## src/bbt_pkg.sv

```systemverilog
// shared types and constants of the bounding box build and transform block
package bbt_pkg;

   localparam int COORD_WIDTH = 32;
   localparam int MAT_WIDTH   = 32;
   localparam int REG_WIDTH   = 64;
   localparam int REG_COUNT   = 6;
   localparam int REG_IDX_W   = 3;
   localparam int PROD_WIDTH  = COORD_WIDTH + MAT_WIDTH;
   localparam int TERM_WIDTH  = PROD_WIDTH - 16;
   localparam int SUM_WIDTH   = TERM_WIDTH + 2;

   localparam logic [REG_IDX_W-1:0] REG_ROW0_COLS01 = 3'd0;
   localparam logic [REG_IDX_W-1:0] REG_ROW0_COLS23 = 3'd1;
   localparam logic [REG_IDX_W-1:0] REG_ROW1_COLS01 = 3'd2;
   localparam logic [REG_IDX_W-1:0] REG_ROW1_COLS23 = 3'd3;
   localparam logic [REG_IDX_W-1:0] REG_ROW2_COLS01 = 3'd4;
   localparam logic [REG_IDX_W-1:0] REG_ROW2_COLS23 = 3'd5;

   localparam logic [REG_WIDTH-1:0] UNIT_HIGH = 64'h0001_0000_0000_0000;
   localparam logic [REG_WIDTH-1:0] UNIT_LOW  = 64'h0000_0000_0001_0000;

   typedef logic signed [COORD_WIDTH-1:0] coord_type;

   localparam coord_type COORD_MAX = {1'b0, {(COORD_WIDTH-1){1'b1}}};
   localparam coord_type COORD_MIN = {1'b1, {(COORD_WIDTH-1){1'b0}}};

   typedef struct packed {
      coord_type min_x;
      coord_type min_y;
      coord_type min_z;
      coord_type max_x;
      coord_type max_y;
      coord_type max_z;
   } box_type;

   typedef struct packed {
      box_type local_box;
      box_type world_box;
   } result_type;

   function automatic logic [REG_WIDTH-1:0] reg_reset(input logic [REG_IDX_W-1:0] idx);
      logic [REG_WIDTH-1:0] v;
      v = '0;
      if (idx == REG_ROW0_COLS01) v = UNIT_HIGH;
      if (idx == REG_ROW1_COLS01) v = UNIT_LOW;
      if (idx == REG_ROW2_COLS23) v = UNIT_HIGH;
      return v;
   endfunction

endpackage

```

## src/bbt_front.sv

```systemverilog
// front part: running per-axis min and max over the vertex stream
module bbt_front (
   input  logic                clock,
   input  logic                reset,
   input  logic                accept,
   input  bbt_pkg::coord_type  pos_x,
   input  bbt_pkg::coord_type  pos_y,
   input  bbt_pkg::coord_type  pos_z,
   input  logic                first_vertex,
   input  logic                last_vertex,
   output logic                box_push,
   output bbt_pkg::box_type    box_out
);

   bbt_pkg::box_type run_ff, run_in;

   always_comb begin
      run_in = run_ff;
      if (first_vertex) begin
         run_in.min_x = pos_x; run_in.min_y = pos_y; run_in.min_z = pos_z;
         run_in.max_x = pos_x; run_in.max_y = pos_y; run_in.max_z = pos_z;
      end else begin
         if (pos_x < run_ff.min_x) run_in.min_x = pos_x;
         if (pos_y < run_ff.min_y) run_in.min_y = pos_y;
         if (pos_z < run_ff.min_z) run_in.min_z = pos_z;
         if (pos_x > run_ff.max_x) run_in.max_x = pos_x;
         if (pos_y > run_ff.max_y) run_in.max_y = pos_y;
         if (pos_z > run_ff.max_z) run_in.max_z = pos_z;
      end
   end

   always_ff @(posedge clock) begin
      if (reset) begin
         run_ff.min_x <= bbt_pkg::COORD_MAX;
         run_ff.min_y <= bbt_pkg::COORD_MAX;
         run_ff.min_z <= bbt_pkg::COORD_MAX;
         run_ff.max_x <= bbt_pkg::COORD_MIN;
         run_ff.max_y <= bbt_pkg::COORD_MIN;
         run_ff.max_z <= bbt_pkg::COORD_MIN;
      end else if (accept) begin
         run_ff <= run_in;
      end
   end

   assign box_push = accept & last_vertex;
   assign box_out  = run_in;

endmodule

```

## config.mk

```make
export PLATFORM = sky130hd
export DESIGN_NAME = bbt_front
export DESIGN_NICKNAME = d
export VERILOG_FILES = /design/src/bbt_pkg.sv /design/src/bbt_front.sv
export SDC_FILE = /design/constraint.sdc
export NUM_CORES = 1
export LEC_CHECK = 0
export BUFFER_PORTS_ARGS = -buffer_cell sky130_fd_sc_hd__buf_2
export CORE_ASPECT_RATIO = 0.5
export CORE_MARGIN = 2
export CORE_UTILIZATION = 50
export DETAILED_ROUTE_END_ITERATION = 12
export PLACE_DENSITY = 0.74
export SLEW_MARGIN = 25
export SYNTH_ARGS = -nofsm -noshare
export SYNTH_HDL_FRONTEND = slang
export SYNTH_SLANG_ARGS = --single-unit
```

## constraint.sdc

```tcl
create_clock -name clock -period 7.42 [get_ports clock]
set_clock_uncertainty 0.15 [all_clocks]
set_input_delay 1.484 -clock clock [delete_from_list [all_inputs] [get_ports clock]]
set_output_delay 1.484 -clock clock [all_outputs]
set_load 0.02 [all_outputs]
```

Word-level counts from Yosys, hierarchy flattened
Index checks and enable logic that the tools add are counted.
- word-level logic and storage cells: 20
- output and inout port bits: 193
- register bits: 192
- input port bits: 101
- magnitude comparators: 6
- bitwise gates (word level): 1
- muxes and demuxes: 7
- operators with widths (cell ; count):
    2-to-1 mux 192 bit ; 1
    2-to-1 mux 32 bit ; 6
    > comparator 32 bit ; 3
    less-than comparator 32 bit ; 3
    AND 1 bit ; 1

Longest topological paths before layout
- depth in word-level cells: 3
- depth in mapped cells: 12
- gate-level depth less buffers: 10

Worst setup path before layout
OpenSTA, ideal clock, no wires.
- path kind: input to output
- start: in pos_x[31]
- end: out box_out[94] (netlist name)
- data required time: 5.786 ns
- data arrival time: 3.948 ns
- path slack: 1.838 ns
- cell stages on the path: 9
- path buffers: 2
- cells stage by stage: ha_1 -> nand4_1 -> nor4_1 -> nand3_1 -> and4_1 -> or3_1 -> buf_2 -> clkbuf_1 -> o21ai_0
- RTL lines (what ; line ; RTL):
    start: declaration ; bbt_front.sv:6 ; input bbt_pkg::coord_type pos_x,
    end: declaration ; bbt_front.sv:12 ; output bbt_pkg::box_type box_out

==> results.py <==
metrics = {
    "timing": {
        "period_share": 0.852,
        "finalSetupViolCount": 0,
        "worstMarginPinSlew_ns": 0.907,
        "slew_headroom": 0.395,
        "fin_crit_ns": 6.32,
        "drv_slew": 0,
        "hold_viol": 0,
        "fin_tns_setup_ns": 0,
        "fin_ws_ns": 1.10,
        "max_freq_mhz": 158,
        "grt_setup_unrepaired": "no",
    },
    "clocking": {
        "clockBufferDepth": 2,
        "cts_tree": "done",
        "clock-sinks": 192,
        "postCtsHoldBufs": 0,
        "clk_latency_ns": 0.46,
        "ctsResizeCount": 0,
        "numCtsBuffers": 17,
        "postCtsSetupRepairBufs": 0,
        "cts_root_buf": "clkbuf_16",
        "clkTransAtPathRegs_ns": 0.07,
        "htree_levels": 4,
    },
    "power": {
        "p_comb_frac": 0.390,
        "ir_drop_mv": 0.172,
        "seqPwrFrac": 0.343,
        "p_sw_w": 0.00131,
        "power.density_nw_per_um2": 215,
        "clock_power_share": 0.267,
        "internal_power_w": 0.00214,
        "p_leak_nw": 7.85,
        "p_sw_frac": 0.380,
    },
    "global_route": {
        "grt_pass1_wl_microns": 59500,
        "grt_overflow": 0,
        "grt_start_max_net_pins": 69,
        "first_global_vias": 11600,
        "antenna_found_initial": 3,
        "track_usage": 0.256,
    },
    "synth": {
        "synth_fa_ha_area_frac": 0.171,
        "ys_seq_area_frac": 0.279,
        "yosys.area_share.simple": 0.131,
        "ys_ff_latch": 192,
        "yosys_most_used_dff": "dfxtp_1",
        "netlist.area_leader.share": 0.279,
        "yosys_warnings": 0,
        "muxShareOfSynthArea": 0.179,
        "yosys-top-cells-count": "inv_1, dfxtp_1, ha_1",
        "synth-compound-area-share": 0.155,
        "async_flop_share": 0,
        "postSynthAreaPerCell_sq_um": 8.47,
        "synthesis.area_sq_um": 13800,
        "syn-instance-count": 1628,
        "synth_top_family_by_area": "multiplexers",
        "yosysTopAreaCell": "dfxtp_1",
        "synth-xor-area-share": 0.00127,
        "syn_nets": 1918,
        "yosysMostFrequentCell": "inv_1",
        "synth_cell_type_count": 45,
        "synth_area_leaders": "dfxtp_1, ha_1, mux2_2, inv_1, mux2i_1",
        "synth_edf_count": 0,
    },
    "min_path": {
        "worstHoldPathCells": 2,
        "hold_class": "flop to flop",
    },
    "worst_setup_path": {
        "arrival_ns": 4.68,
        "crit_path_end_kind": "primary output",
        "rr_worst_depth": 11,
        "worstPathRequired_ns": 5.79,
        "cp_cell_sequence": "buf_2, ha_1, nand4_1, nor4_1, nand3_1, o21ai_0, a211oi_1, or3_2, buf_4, mux2_2, buf_2",
        "crit_fanout": 30,
        "crit_slowest_cell": "or3_2",
        "startpoint_type": "input pin",
        "cpPeakStageDelay_ns": 0.71,
        "cp_common_cell": "buf_2",
        "cp.depth": 11,
        "critical_path_buf_inv_count": 3,
        "crit_type": "input pin to primary output",
        "critPathTopFamily": "simple AND/OR/NAND/NOR gates",
    },
    "cells_and_area": {
        "area_growth_pct": 16.3,
        "regMostFlops": "run_ff",
        "layout.nets": 2152,
        "drive_above_1_share": 0.271,
        "top_regs": "run_ff x192",
        "largest_reg_flops": 192,
        "fin_cells": 2230,
        "fill_cells": 2440,
    },
    "die": {
        "floorplan.core_area_sq_um": 26800,
        "pin_count": 294,
        "die-area_sq_um": 29000,
        "die_w_microns": 239,
        "num_rows": 42,
        "die_h_microns": 121,
        "initial_utilization": 0.515,
    },
    "placement": {
        "dpl_worst_slack_ns": 1.14,
        "port_buffers": 293,
        "place_congestion": 0.889,
        "dp.cells": 2195,
        "hpwl_microns": 27000,
    },
    "outcome": {
        "outcome": "finished, final reports clean",
    },
    "flow_run": {
        "drv_cap": 0,
    },
    "drt": {
        "drtIter0Drc": 802,
        "final_antenna_net_count": 0,
        "wire_per_inst_microns": 16.8,
        "drc_errors": 0,
        "routed-via-count": 12600,
        "drt-total-wl_microns": 37500,
        "via_per_inst": 5.65,
        "dr.pass1.iters": 5,
    },
}
==> cells in the final DEF (no fill, tap or decap), types with 33 or more instances in the layout <==
master and n:
mux2i_1 66, mux2_2 154, ha_1 189, a31oi_1 94
dfxtp_1 192, nand2_1 116, buf_2 292, nor2_1 80
a21oi_1 101, inv_1 195, o21ai_0 62, nand3_1 33
nor3_1 104
==> logic make-up (layout without fill, tap and decap cells) <==
logic type	count (synthesis)	in the layout
simple gates	390	390
xor+xnor	2	2
fa+ha+maj	189	189
other cells	0	3
buf+inv	287	534
compound gates	341	341
flops	192	192
mux	227	227
==> routing by layer <==
metal,vias to the layer above,wire length [microns],GRT usage
li1,6277,-,-
met3,52,1680,0.0380
met1,5952,17200,0.335
met2,318,17700,0.431
met5,-,0,0
met4,0,943,0.0938
==> layout make-up <==
cell class	instances	area, sq um	share of cell area
multi-input cells	1149	8860	0.552
clock buffers	19	453	0.0282
well taps	352	440	0.0275
diodes	3	7.51	0.000468
clock inverters	13	114	0.00710
repair buffers	306	1580	0.0987
flip-flops and latches	192	3840	0.240
inverters	196	737	0.0459
==> tightest hold or removal path, delay by kind of cell (launching register included) <==
kind            cells  cell delay [ns]
flops               1             0.31
simple gates        1             0.05
compound gates      1             0.05
==> power by group through the flow <==
stage	logic, W	clock network [W]	registers (W)
3_3_place_gp	0.00132	0	0.00121
6_report	0.00135	0.000922	0.00118
5_1_grt	0.00148	0.000971	0.00119
2_1_floorplan	0.000973	0	0.00119
4_1_cts	0.00135	0.000935	0.00118
3_5_place_dp	0.00134	0	0.00121
==> final timing paths <==
path	start	to	slack, ns
hold reg to reg	run_ff[68]	run_ff[68]	0.30
hold / removal	run_ff[68]	run_ff[68]	0.30
setup reg to reg	run_ff[95]	run_ff[64]	3.91
setup / recovery	pos_x[31]	box_out[64]	1.10
==> stage by stage <==
stage | hold WS (ns) | instance area, sq um | total power, W | utilization
6_report | 0.303 | 16000 | 0.00345 | 0.598
5_1_grt | 0.317 | 16000 | 0.00364 | 0.598
4_1_cts | 0.308 | 16000 | 0.00347 | 0.597
3_5_place_dp | 0.298 | 15400 | 0.00255 | 0.576
3_3_place_gp | 0.292 | 15400 | 0.00253 | 0.576
2_1_floorplan | 0.286 | 13800 | 0.00216 | -
Power figures use the tool's default switching activity.
