[config.mk]
export PLATFORM = sky130hd
export DESIGN_NAME = bbt_box_queue
export DESIGN_NICKNAME = d
export VERILOG_FILES = /design/src/bbt_pkg.sv /design/src/bbt_box_queue.sv
export SDC_FILE = /design/constraint.sdc
export NUM_CORES = 1
export LEC_CHECK = 0
export ABC_AREA = 1
export BUFFER_PORTS_ARGS = -buffer_cell sky130_fd_sc_hd__buf_2
export CORE_MARGIN = 2
export CORE_UTILIZATION = 32
export DETAILED_ROUTE_END_ITERATION = 8
export GPL_ROUTABILITY_DRIVEN = 0
export HOLD_SLACK_MARGIN = 0.02
export SLEW_MARGIN = 20
export SYNTH_ARGS = -nofsm -noshare
export SYNTH_HDL_FRONTEND = slang
export SYNTH_SLANG_ARGS = --single-unit
[constraint.sdc]
create_clock -name clock -period 18.4 [get_ports clock]
set_input_delay 0.92 -clock clock [delete_from_list [all_inputs] [get_ports clock]]
set_output_delay 0.92 -clock clock [all_outputs]
set_load 0.02 [all_outputs]
[src/bbt_pkg.sv]
// shared types and constants of the bounding box build and transform block
package bbt_pkg;

   localparam int COORD_WIDTH = 32;
   localparam int MAT_WIDTH   = 32;
   localparam int REG_WIDTH   = 64;
   localparam int REG_COUNT   = 6;
   localparam int REG_IDX_W   = 3;
   localparam int PROD_WIDTH  = COORD_WIDTH + MAT_WIDTH;
   localparam int TERM_WIDTH  = PROD_WIDTH - 16;
   localparam int SUM_WIDTH   = TERM_WIDTH + 2;

   localparam logic [REG_IDX_W-1:0] REG_ROW0_COLS01 = 3'd0;
   localparam logic [REG_IDX_W-1:0] REG_ROW0_COLS23 = 3'd1;
   localparam logic [REG_IDX_W-1:0] REG_ROW1_COLS01 = 3'd2;
   localparam logic [REG_IDX_W-1:0] REG_ROW1_COLS23 = 3'd3;
   localparam logic [REG_IDX_W-1:0] REG_ROW2_COLS01 = 3'd4;
   localparam logic [REG_IDX_W-1:0] REG_ROW2_COLS23 = 3'd5;

   localparam logic [REG_WIDTH-1:0] UNIT_HIGH = 64'h0001_0000_0000_0000;
   localparam logic [REG_WIDTH-1:0] UNIT_LOW  = 64'h0000_0000_0001_0000;

   typedef logic signed [COORD_WIDTH-1:0] coord_type;

   localparam coord_type COORD_MAX = {1'b0, {(COORD_WIDTH-1){1'b1}}};
   localparam coord_type COORD_MIN = {1'b1, {(COORD_WIDTH-1){1'b0}}};

   typedef struct packed {
      coord_type min_x;
      coord_type min_y;
      coord_type min_z;
      coord_type max_x;
      coord_type max_y;
      coord_type max_z;
   } box_type;

   typedef struct packed {
      box_type local_box;
      box_type world_box;
   } result_type;

   function automatic logic [REG_WIDTH-1:0] reg_reset(input logic [REG_IDX_W-1:0] idx);
      logic [REG_WIDTH-1:0] v;
      v = '0;
      if (idx == REG_ROW0_COLS01) v = UNIT_HIGH;
      if (idx == REG_ROW1_COLS01) v = UNIT_LOW;
      if (idx == REG_ROW2_COLS23) v = UNIT_HIGH;
      return v;
   endfunction

endpackage

[src/bbt_box_queue.sv]
// two-entry queue of local boxes between front and back
module bbt_box_queue (
   input  logic              clock,
   input  logic              reset,
   input  logic              push,
   input  bbt_pkg::box_type  box_in,
   output logic              full,
   input  logic              pop,
   output bbt_pkg::box_type  box_out,
   output logic              empty
);

   bbt_pkg::box_type mem_ff [2];
   logic       wr_ptr_ff, rd_ptr_ff;
   logic [1:0] cnt_ff;

   always_ff @(posedge clock) begin
      if (push) mem_ff[wr_ptr_ff] <= box_in;
   end

   always_ff @(posedge clock) begin
      if (reset) begin
         wr_ptr_ff <= 1'b0;
         rd_ptr_ff <= 1'b0;
         cnt_ff    <= 2'd0;
      end else begin
         if (push) wr_ptr_ff <= ~wr_ptr_ff;
         if (pop)  rd_ptr_ff <= ~rd_ptr_ff;
         cnt_ff <= cnt_ff + {1'b0, push} - {1'b0, pop};
      end
   end

   assign box_out = mem_ff[rd_ptr_ff];
   assign full    = cnt_ff[1];
   assign empty   = (cnt_ff == 2'd0);

endmodule

=== Word-level counts from Yosys, hierarchy flattened ===
Memories as Yosys holds them, arrays and structs flattened. A register that Yosys moved wholly into a read port is not among the register bits.
Cells that the tools add are included.

* Reductions and logical operators: 1
* Bitwise logic cells: 2
* Add/subtract/negate cells: 2
* Mux-type cells: 4

{| class="wikitable"
|+ Operators with widths
! operator !! number
|-
| 2-to-1 mux 1 bit || 4
|-
| adder 2 x 1 -> 2 bit || 1
|-
| logical NOT 2 bit || 1
|-
| inverter 1 bit || 2
|-
| subtractor 2 x 1 -> 2 bit || 1
|}

* Bits in writable memories: 384
* Output and inout port bits: 194
* Flip-flop bits (word level): 4
* Memories: 1

{| class="wikitable"
|+ Memories
! name !! depth !! width !! rd ports !! clocked after Yosys merged registers in !! write ports !! line !! source
|-
| mem_ff || 2 || 192 || 1 || 1 || 1 || bbt_box_queue.sv:13 || <nowiki>bbt_pkg::box_type mem_ff [2];</nowiki>
|}

=== Depth between registers and ports, before layout ===
* Depth in word-level cells: 3
* Depth in mapped cells: 9
* Mapped depth without buffers: 9

=== Worst setup path before layout ===
OpenSTA, ideal clock, no wires.

* Path kind: input -> register
* From: input push
* To: memory mem_ff[0][0] in the netlist's numbering (enable)
* Slack: 8664 ps
* Arrival: 8984 ps
* Setup time: 753 ps
* Stages on the path: 2
* Cells stage by stage: inv_1 > nor2_1

* Longest elaborated chain between the ends: 2

{| class="wikitable"
|+ RTL lines
! what !! line !! source
|-
| from (decl) || bbt_box_queue.sv:5 || <nowiki>input logic push,</nowiki>
|-
| 2-to-1 mux 1 bit || bbt_box_queue.sv:18 || <nowiki>if (push) mem_ff[wr_ptr_ff] <= box_in;</nowiki>
|-
| 2-to-1 mux 1 bit (not written as such) || bbt_box_queue.sv:18 ||
|-
| to (decl) || bbt_box_queue.sv:13 ||
|}

No other way between the ends.

==> flow_metrics.env <==
export IMPL_ant_nets=0
export IMPL_fin_nets=1243
export IMPL_slowest_stage="dfxtp_4"
export IMPL_core_um2=43930
export IMPL_post_cts_buffers=0
export IMPL_clk_pin_slew_ps=60
export IMPL_final_seq_area_um2=11630
export IMPL_firstDrtPassIters=4
export IMPL_antenna_found_initial=8
export IMPL_io_buffer_count=389
export IMPL_area_growth_pct=27.92
export IMPL_first_iter_violations=383
export IMPL_clockRootBuffer="clkbuf_16"
export IMPL_grt_max_degree=71
export IMPL_peakVddDrop_mv=0.08054
export IMPL_p_leak_nw=6.710
export IMPL_pwr_share_seq=0.492
export IMPL_cts_hold_buf=0
export IMPL_slew_headroom=0.3334
export IMPL_ys_ff_latch=389
export IMPL_initial_core_util=0.3219
export IMPL_rsz0062_at_grt="no"
export IMPL_grt_pass1_vias=7650
export IMPL_max_stage_delay_ps=960
export IMPL_synth_area_um2=14140
export IMPL_path_max_fanout=67
export IMPL_worst_slew_pin_slew_ps=999.9
export IMPL_synth_top_family_by_area="multiplexers"
export IMPL_critPathArrivalTime_ps=3000
export IMPL_worstSetupEndpointType="primary output"
export IMPL_final_common_cell="buf_2"
export IMPL_internal_power_mw=1.643
export IMPL_hold_depth=2
export IMPL_share_comb_of_total_power=0.107
export IMPL_cts_buffers=41
export IMPL_power_total_mw=2.126
export IMPL_clock_sinks=389
export IMPL_tns_ps=0
export IMPL_clkLatencyLatePin_ps=550
export IMPL_final_hold_viol_count=0
export IMPL_syn_area_per_cell_um2=22.56
export IMPL_fin_skew_ps=14.34
export IMPL_setup_viol=0
export IMPL_ctsHtreeMaxLevel=2
export IMPL_yosys_area_share_simple=0.003627
export IMPL_path_cells="buf_4 -> mux2_2 -> buf_2"
export IMPL_p_sw_uw=482.8
export IMPL_yosysWarnings=0
export IMPL_status="completed"
export IMPL_grtUsageTotal=0.1268
export IMPL_r2r_end="mem_ff[0][77]$_DFFE_PP_"
export IMPL_ios=390
export IMPL_hp_start="rd_ptr_ff$_SDFFE_PP0P_"
export IMPL_cts_tree="yes"
export IMPL_drv_slew=0
export IMPL_synthAdderAreaFrac=0.001769
export IMPL_final_cell_mix="buf_2, edfxtp_1, mux2_2"
export IMPL_min_period_ps=3916
export IMPL_grt_pass1_wl_mm=44.30
export IMPL_cts_buffer_depth=3
export IMPL_num_vias=7280
export IMPL_synth_seq_area_share=0.8224
export IMPL_ys_types=13
export IMPL_synthMuxAreaShare=0.1529
export IMPL_crit_path_start_kind="flop"
export IMPL_clock_power_share=0.402
export IMPL_drt_wirelength_per_cell_um=18.09
export IMPL_rows=77
export IMPL_hpwl_mm=20.13
export IMPL_die_x_um=214.2
export IMPL_power_density_nw_per_um2=117.5
export IMPL_fmax_mhz=255.4
export IMPL_r2r_start="wr_ptr_ff$_SDFFE_PP0P_"
export IMPL_cp_required_ps=17480
export IMPL_multi_input_area_um2=2260
export IMPL_switching_share=0.2271
export IMPL_synth_compound_area_frac=0.0003539
export IMPL_place_area_um2=16670
export IMPL_die_area_um2=45900
export IMPL_num_fill_cells=4074
export IMPL_grt_remaining_overflow=0
export IMPL_rrSetupSlack_ps=16010
export IMPL_layout_drive_gt1_share=0.6078
export IMPL_fin_crit_sh=0.2128
export IMPL_drc_errors=0
export IMPL_rr_worst_depth=3
export IMPL_post_drt_via_cell_ratio=4.346
export IMPL_synth_nets=825
export IMPL_synth_cells=627
export IMPL_path_class="reg2out"
export IMPL_design_area_um2=18090
export IMPL_routed_wl_mm=30.30
export IMPL_fp_dieH_um=214.2
export IMPL_hold_path_class="reg2reg"
export IMPL_maxCapViolations=0
export IMPL_ctsResizeCount=0
export IMPL_synthXorXnorAreaFrac=0.0006192
[state kept, by name, summed over array words and instances (netlist names), named ones only]
| signal | cells |
|---|---|
| cnt_ff | 2 |
| rd_ptr_ff | 1 |
| wr_ptr_ff | 1 |
| mem_ff | 384 |
[critical path: cells and delay by family, from the launching register on]
kind / cells / cell delay, ps
multiplexers: 1 / 420
buffers and inverters: 2 / 950
flip-flops: 1 / 960
[cell families (layout without fill, tap and decap cells)]
group	count (synthesis)	in the layout
other cells	0	7
fa+ha+maj	2	2
flops	389	389
xor+xnor	1	1
buf+inv	29	478
mux	192	192
compound gates	1	1
simple gates	13	13
[how the worst max path moves through the flow]
stage | start | to | slack [ps]
floorplan | push | mem_ff[0][0]$_DFFE_PP_ | 8660
global placement | flop | box_out[69] | 14950
detailed placement | flop | box_out[69] | 14950
CTS | flop | box_out[69] | 14360
global route | flop | box_out[69] | 14270
finish | flop | box_out[34] | 14480
[final cells by class]
| cell class | instances | area share |
|---|---|---|
| diodes | 7 | 0.0009682 |
| clock inverters | 26 | 0.01701 |
| repair buffers | 396 | 0.1105 |
| well taps | 592 | 0.04094 |
| clock buffers | 48 | 0.06051 |
| multi-input cells | 209 | 0.1249 |
| flip-flops and latches | 389 | 0.6431 |
| inverters | 8 | 0.002075 |
[through the flow]
stage | hold WS [ps] | cells | utilization | setup WS (ps)
floorplan | 479.9 | 627 | - | 8664
global placement | 498.4 | 1594 | 0.3795 | 14950
detailed placement | 520.8 | 1594 | 0.3795 | 14950
CTS | 510.1 | 1668 | 0.4114 | 14360
global route | 521.2 | 1674 | 0.4118 | 14270
finish | 533.5 | 1675 | 0.4118 | 14480
[routing by layer]
metal / share of wire / routed length [µm] / global-route usage
met1: 0.39 / 11780 / 0.1450
met2: 0.51 / 15510 / 0.2181
met3: 0.059 / 1795 / 0.03206
met4: 0.040 / 1202 / 0.06944
met5: 0.00043 / 13 / 0
[synth_stat cells]
master	instances	area share
edfxtp_1	384	0.82
mux2_2	192	0.15
buf_6	20	0.016
inv_1	8	0.0021
nor2_1	7	0.0019
dfxtp_1	5	0.0071
nand2_1	4	0.0011
ha_1	2	0.0018
a21oi_1	1	0.00035
buf_2	1	0.00035
nand3_1	1	0.00035
nor3_1	1	0.00035
xnor2_1	1	0.00062
[power by group through the flow]
stage                     combinational (mW)  clock [mW]  sequential, mW
after detailed placement               0.231           0            1.06
after global placement                 0.228           0            1.06
after global routing                   0.243       0.910            1.05
after floorplan                        0.152           0            1.06
after CTS                              0.232       0.878            1.05
final                                  0.227       0.854            1.04
Power figures use the tool's default switching activity.
